===== src/rtl/ippf_pkg.sv =====
// Package for the IPv6 prefix and port filter: sizes, codes, chain word types.
// No dependencies.
`timescale 1ns / 1ps
`default_nettype none

package ippf_pkg;

   localparam int MAX_FILTERS = 16;
   localparam int IDX_W       = (MAX_FILTERS > 1) ? $clog2(MAX_FILTERS) : 1;
   localparam int CNT_W       = $clog2(MAX_FILTERS + 1);
   localparam int ADDR_W      = 128;
   localparam int PORT_W      = 16;
   localparam int LEN_W       = 8;

   localparam logic [1:0] OP_CLEAR = 2'd0;
   localparam logic [1:0] OP_ADD   = 2'd1;
   localparam logic [1:0] OP_QUERY = 2'd2;

   localparam logic [1:0] ST_DONE     = 2'd0;
   localparam logic [1:0] ST_ZERO_LEN = 2'd1;
   localparam logic [1:0] ST_FULL     = 2'd2;

   localparam logic [LEN_W-1:0] LEN_FULL     = 8'd128;
   localparam logic [LEN_W-1:0] LEN_V4_MAX   = 8'd32;
   localparam logic [LEN_W-1:0] LEN_V4_SHIFT = 8'd96;
   localparam logic [63:0]      V4_MAPPED    = 64'h0000_ffff_0000_0000;

   typedef struct packed {
      logic [ADDR_W-1:0] prefix;
      logic [ADDR_W-1:0] mask;
      logic [PORT_W-1:0] port;
   } entry_type;

   typedef struct packed {
      logic              valid;
      logic              found;
      logic [IDX_W-1:0]  idx;
      logic [ADDR_W-1:0] addr;
      logic [PORT_W-1:0] port;
   } scan_type;

   // keep the top len bits; len is already saturated to 128
   function automatic logic [ADDR_W-1:0] prefix_mask(input logic [LEN_W-1:0] len);
      logic [ADDR_W-1:0] m;
      if (len >= LEN_FULL) begin
         m = {ADDR_W{1'b1}};
      end else begin
         m = ~({ADDR_W{1'b1}} >> len);
      end
      return m;
   endfunction

endpackage

`default_nettype wire


===== src/rtl/ippf_cell.sv =====
// One filter cell of the scan chain: holds one entry, tests the passing query word.
// Depends on ippf_pkg.
`timescale 1ns / 1ps
`default_nettype none

module ippf_cell
   import ippf_pkg::*;
(
   input  wire logic             clock,
   input  wire logic             reset,
   input  wire logic [IDX_W-1:0] cell_idx,
   input  wire logic             in_use,
   input  wire logic             wr_en,
   input  wire entry_type        wr_entry,
   input  wire scan_type         scan_in,
   output scan_type              scan_out
);

   entry_type entry_ff;
   scan_type  scan_ff;
   scan_type  scan_in_w;
   logic      hit;

   always_comb begin
      hit = in_use
         && ((entry_ff.port == '0) || (entry_ff.port == scan_in.port))
         && ((scan_in.addr & entry_ff.mask) == entry_ff.prefix);
      scan_in_w = scan_in;
      if (scan_in.valid && !scan_in.found && hit) begin
         scan_in_w.found = 1'b1;
         scan_in_w.idx   = cell_idx;
      end
   end

   always_ff @(posedge clock) begin
      if (wr_en) begin
         entry_ff <= wr_entry;
      end
   end

   always_ff @(posedge clock) begin
      if (reset) begin
         scan_ff.valid <= 1'b0;
      end else begin
         scan_ff.valid <= scan_in_w.valid;
      end
      scan_ff.found <= scan_in_w.found;
      scan_ff.idx   <= scan_in_w.idx;
      scan_ff.addr  <= scan_in_w.addr;
      scan_ff.port  <= scan_in_w.port;
   end

   assign scan_out = scan_ff;

endmodule

`default_nettype wire


===== config.mk =====
export PLATFORM = sky130hd
export DESIGN_NAME = ippf_cell
export DESIGN_NICKNAME = d
export VERILOG_FILES = /design/src/rtl/ippf_pkg.sv /design/src/rtl/ippf_cell.sv
export SDC_FILE = /design/constraint.sdc
export NUM_CORES = 1
export LEC_CHECK = 0
export ABC_AREA = 0
export ABC_CLOCK_PERIOD_IN_PS = 2500
export BUFFER_PORTS_ARGS = -buffer_cell sky130_fd_sc_hd__buf_2
export CAP_MARGIN = 30
export CORE_AREA = 2 2 223 225
export DETAILED_ROUTE_END_ITERATION = 12
export DIE_AREA = 0 0 225 227
export HOLD_SLACK_MARGIN = 0.03
export PLACE_DENSITY = 0.52
export SETUP_SLACK_MARGIN = 0.02
export SLEW_MARGIN = 10
export SYNTH_ARGS = -nofsm -noshare
export SYNTH_HDL_FRONTEND = slang
export SYNTH_SLANG_ARGS = --single-unit

===== constraint.sdc =====
create_clock -name clock -period 2.5 [get_ports clock]
set_clock_uncertainty 0.1 [all_clocks]
set_input_delay 0.125 -clock clock [delete_from_list [all_inputs] [get_ports clock]]
set_output_delay 0.125 -clock clock [all_outputs]
set_load 0.005 [all_outputs]

==> results.cfg, run 1 <==
[yosys]
netlist.area_leader.share_pct = 61.2
synthCells = 776
ys_seq_elements = 422
synth.avg_cell_area_sq_um = 17.2
synth_area_sq_um = 13300
synth_cell_types = 30
yosys_warnings = 0
synthesis.nets = 1206
synth_top_area_cell = edfxtp_1
synthTopCellsByArea = edfxtp_1 (61%), dfxtp_1 (22%), nand2_1 (4.1%)
ys_seq_area_share_pct = 83.7

[clock_tree]
clockBufferDepth = 3
ctsResizeCount = 17
cts_setup_buffers = 0
cts_sinks = 422
htreeDepth = 2
numCtsBuffers = 47
cts_hold_buf = 423
cts_root_buffer = clkbuf_16

[place]
hpwl_um = 34600
gp_congestion = 0.786
placed_area_sq_um = 17400
io_buffer_count = 579

[floorplan]
start_util_pct = 27.5
num_rows = 81
die_h_um = 227
num_io_pins = 580
die_w_um = 225

[outcome]
status = aborted with a tool error
error = [ERROR RSZ-0060] Max buffer count reached.
flow.stopped_at = clock tree synthesis (4_1_cts)
[synthesized netlist by cell type, drive strengths merged]
cell	number
a2111oi	5
a211o	3
a211oi	1
a21boi	7
a221o	2
a22oi	11
a2bb2oi	6
and3b	5
dfxtp	150
edfxtp	272
mux2	4
nand2	147
nand4	19
nor2	4
nor2b	1
nor3	2
nor4	21
o2111ai	5
o211ai	6
o21ai	7
o221ai	1
o22a	5
o22ai	10
o2bb2ai	5
or2	1
or4	2
xnor2	15
xor2	59
[cells by family after synthesis]
family	share of synthesized area, %
compound gates	4.27
simple gates	6.84
mux	0.337
flops	83.7
xor+xnor	4.86
[stage by stage]
step / TNS (ps) / hold slack (ps) / instances / util (%) / setup WS [ps]
after floorplan: 0 / 52.7 / 776 / - / 299
after global placement: -3340 / 143 / 2022 / 35.8 / -727
after detailed placement: -1890 / 144 / 2023 / 35.8 / -439
==> run 2, diff against run 1 <==
CORE_AREA = 2 2 224 226   (was 2 2 223 225)
DIE_AREA = 0 0 226 228   (was 0 0 225 227)
HOLD_SLACK_MARGIN = default   (was 0.03)
PLACE_DENSITY = default   (was 0.52)
PLACE_DENSITY_LB_ADDON = 0.15   (was default)
SETUP_SLACK_MARGIN = default   (was 0.02)
==> results.cfg, run 2 <==
[sta]
finalSetupViolCount = 4
slew_viol_final = 0
final.period_utilization_pct = 107
slew_headroom_pct = 54.1
setup_slack_ps = -169
fmax_mhz = 375
finalHoldViolations = 0
rsz0062_at_grt = yes
worst_pin_slew_ps = 688
min_period_ps = 2670

[global_route]
grt_first_pass_wirelength_um = 70100
overflow = 0
grt_max_degree = 74
antenna_found_initial = 6
first_global_vias = 11800
grt_usage_pct = 18.5

[yosys]
synth.top_cells.by_count = edfxtp_1 (272), dfxtp_1 (150), nand2_1 (147), xor2_1 (59), nor4_1 (20)
synthTopCellsByArea = edfxtp_1 (61%), dfxtp_1 (22%), nand2_1 (4.1%)
yosysMostFrequentCell = edfxtp_1
ys_seq_elements = 422
netlist.area_leader.share_pct = 61.2
synthCells = 776
synth_area_sq_um = 13300
synth_cell_types = 30
synth.avg_cell_area_sq_um = 17.2
synth_top_area_cell = edfxtp_1
yosys_warnings = 0
synth-main-ff-cell = edfxtp_1
synthArstFlopShare_pct = 0
synthesis.nets = 1206
synth_edf_count = 272
ys_seq_area_share_pct = 83.7

[run]
drv_cap = 0

[power]
power_switching_mw = 3.74
p_total_mw = 16.8
pwr-share-clk_pct = 41.3
peakVddDrop_mv = 0.717
p_seq_share_pct = 48.3
p_leak_nw = 9.88
internal_power_mw = 13.1
p_comb_share_pct = 10.3
swShare_pct = 22.2
cellPowerDensity_nw_per_um2 = 717

[final_layout]
design_area_sq_um = 23500
largest_register_ffs = 272
instances_no_fill = 2589
final_common_cell = buf_2
area_growth_pct = 75.9
final_cell_mix = buf_2 (578), dlygate4sd3_1 (428), edfxtp_1 (272)
nets = 2307
finish.utilization_pct = 47.6
drive_gt1_share_pct = 37.8
top_register = entry_ff

[floorplan]
die_h_um = 228
start_util_pct = 27.0
num_io_pins = 580
die-area_sq_um = 51500
die_w_um = 226
num_rows = 82
core_area_sq_um = 49300

[place]
hpwl_um = 35800
placed_area_sq_um = 17500
gp_congestion = 0.791
io_buffer_count = 579
place_inst = 2070
pre_cts_slack_ps = -701

[setup_path]
critPathArrivalTime_ps = 3030
path_cells = nand2_1 -> a2bb2oi_2 -> o211ai_1 -> nor4_2 -> buf_4 -> nand4_1 -> nor4_4 -> buf_6 -> mux2_2
critPathMaxFanout = 5
crit_start = entry_ff[62]
cpMaxStageDelayCell = nor4_2
path_buf_inv = 2
crit_end = scan_out[144]
crit_type = reg -> reg
r2r_end = scan_out[144]
slowest_delay_ps = 370
startpoint_type = flip-flop
path_depth = 9
cp_top_family = simple AND/OR/NAND/NOR gates
r2r_cells = 9
endpoint_kind = flip-flop
ff2ff_setup_slack_ps = -170
cp.required_ps = 2860
rr_startpoint = entry_ff[62]

[drt]
wl_per_cell_um = 18.7
ant_nets = 0
drcViolationCount = 0
via_count = 10700
routed_via_density = 4.13
wl_um = 48400
first_pass_iters = 4
drtIter0Drc = 470

[outcome]
status = finished, violations left
violations = setup timing

[clock_tree]
htreeDepth = 2
cts_root_buffer = clkbuf_16
clkLatencyLatePin_ps = 570
cts_sinks = 422
numCtsBuffers = 47
clockBufferDepth = 3
cts_tree = done
clk_pin_slew_ps = 60

[min_path]
hold_path.class = in -> reg
run 2: cell counts after synthesis:
Identical to the previous run, type by type.
run 2: final cells by class:
cell class                 count  area (sq um)
fill                        4386         25900
tap                          672           841
multi-input combinational    354          2330
clock buffer                  64          1360
antenna                        3          7.51
sequential                   422         11200
clock inverter                22           208
timing repair buffer        1052          7570
run 2: power by group through the flow:
| stage | sequential, mW | clock (mW) | combinational, mW |
|---|---|---|---|
| finish | 8.13 | 6.96 | 1.74 |
| detailed placement | 8.27 | 0 | 1.16 |
| global route | 8.18 | 7.44 | 1.89 |
| global placement | 8.26 | 0 | 1.16 |
| CTS | 8.13 | 7.18 | 1.75 |
| floorplan | 8.25 | 0 | 0.297 |
run 2: worst min-delay path by stage:
| stage | cells past startpoint | slack, ps | endpoint | start |
|---|---|---|---|---|
| 6_report | 2 | 110 | scan_out[119] | scan_in[119] |
| 2_1_floorplan | 0 | 50 | scan_out[0] | scan_in[0] |
| 3_3_place_gp | 1 | 140 | scan_out[42] | scan_in[42] |
| 3_5_place_dp | 1 | 140 | scan_out[115] | scan_in[115] |
| 5_1_grt | 2 | 90 | scan_out[78] | scan_in[78] |
| 4_1_cts | 2 | 60 | scan_out[119] | scan_in[119] |
run 2: cell families after synthesis:
group,share of synthesized area [%]
DFF,83.7
and+or+nand+nor,6.84
AOI/OAI and AO/OA,4.27
xor gates and xnor gates,4.86
muxes,0.337
run 2: per-layer routing:
layer	wire [um]	up-vias	share of wire (%)	GRT usage (%)
met3	2870	61	5.9	4.02
met5	27	-	0.056	0
li1	-	5107	-	-
met2	25400	400	53	34.4
met4	973	4	2.0	5.32
met1	19100	5132	39	21.1
run 2: what timing repair did:
item                       4_1_cts  5_1_grt
setup buffers                    0        2
hold buffers                   428        0
resized for setup               19       10
setup endpoints to repair        5        5
pin swaps                        8        7
hold endpoints to repair       486        0
run 2: through the flow:
stage / hold slack [ps] / setup TNS [ps]
after global placement: 144 / -3230
after floorplan: 52.7 / 0
after CTS: 62.2 / -851
after global routing: 85.7 / -1180
final: 106 / -662
after detailed placement: 144 / -3180
(Power assumes the default switching activity.)
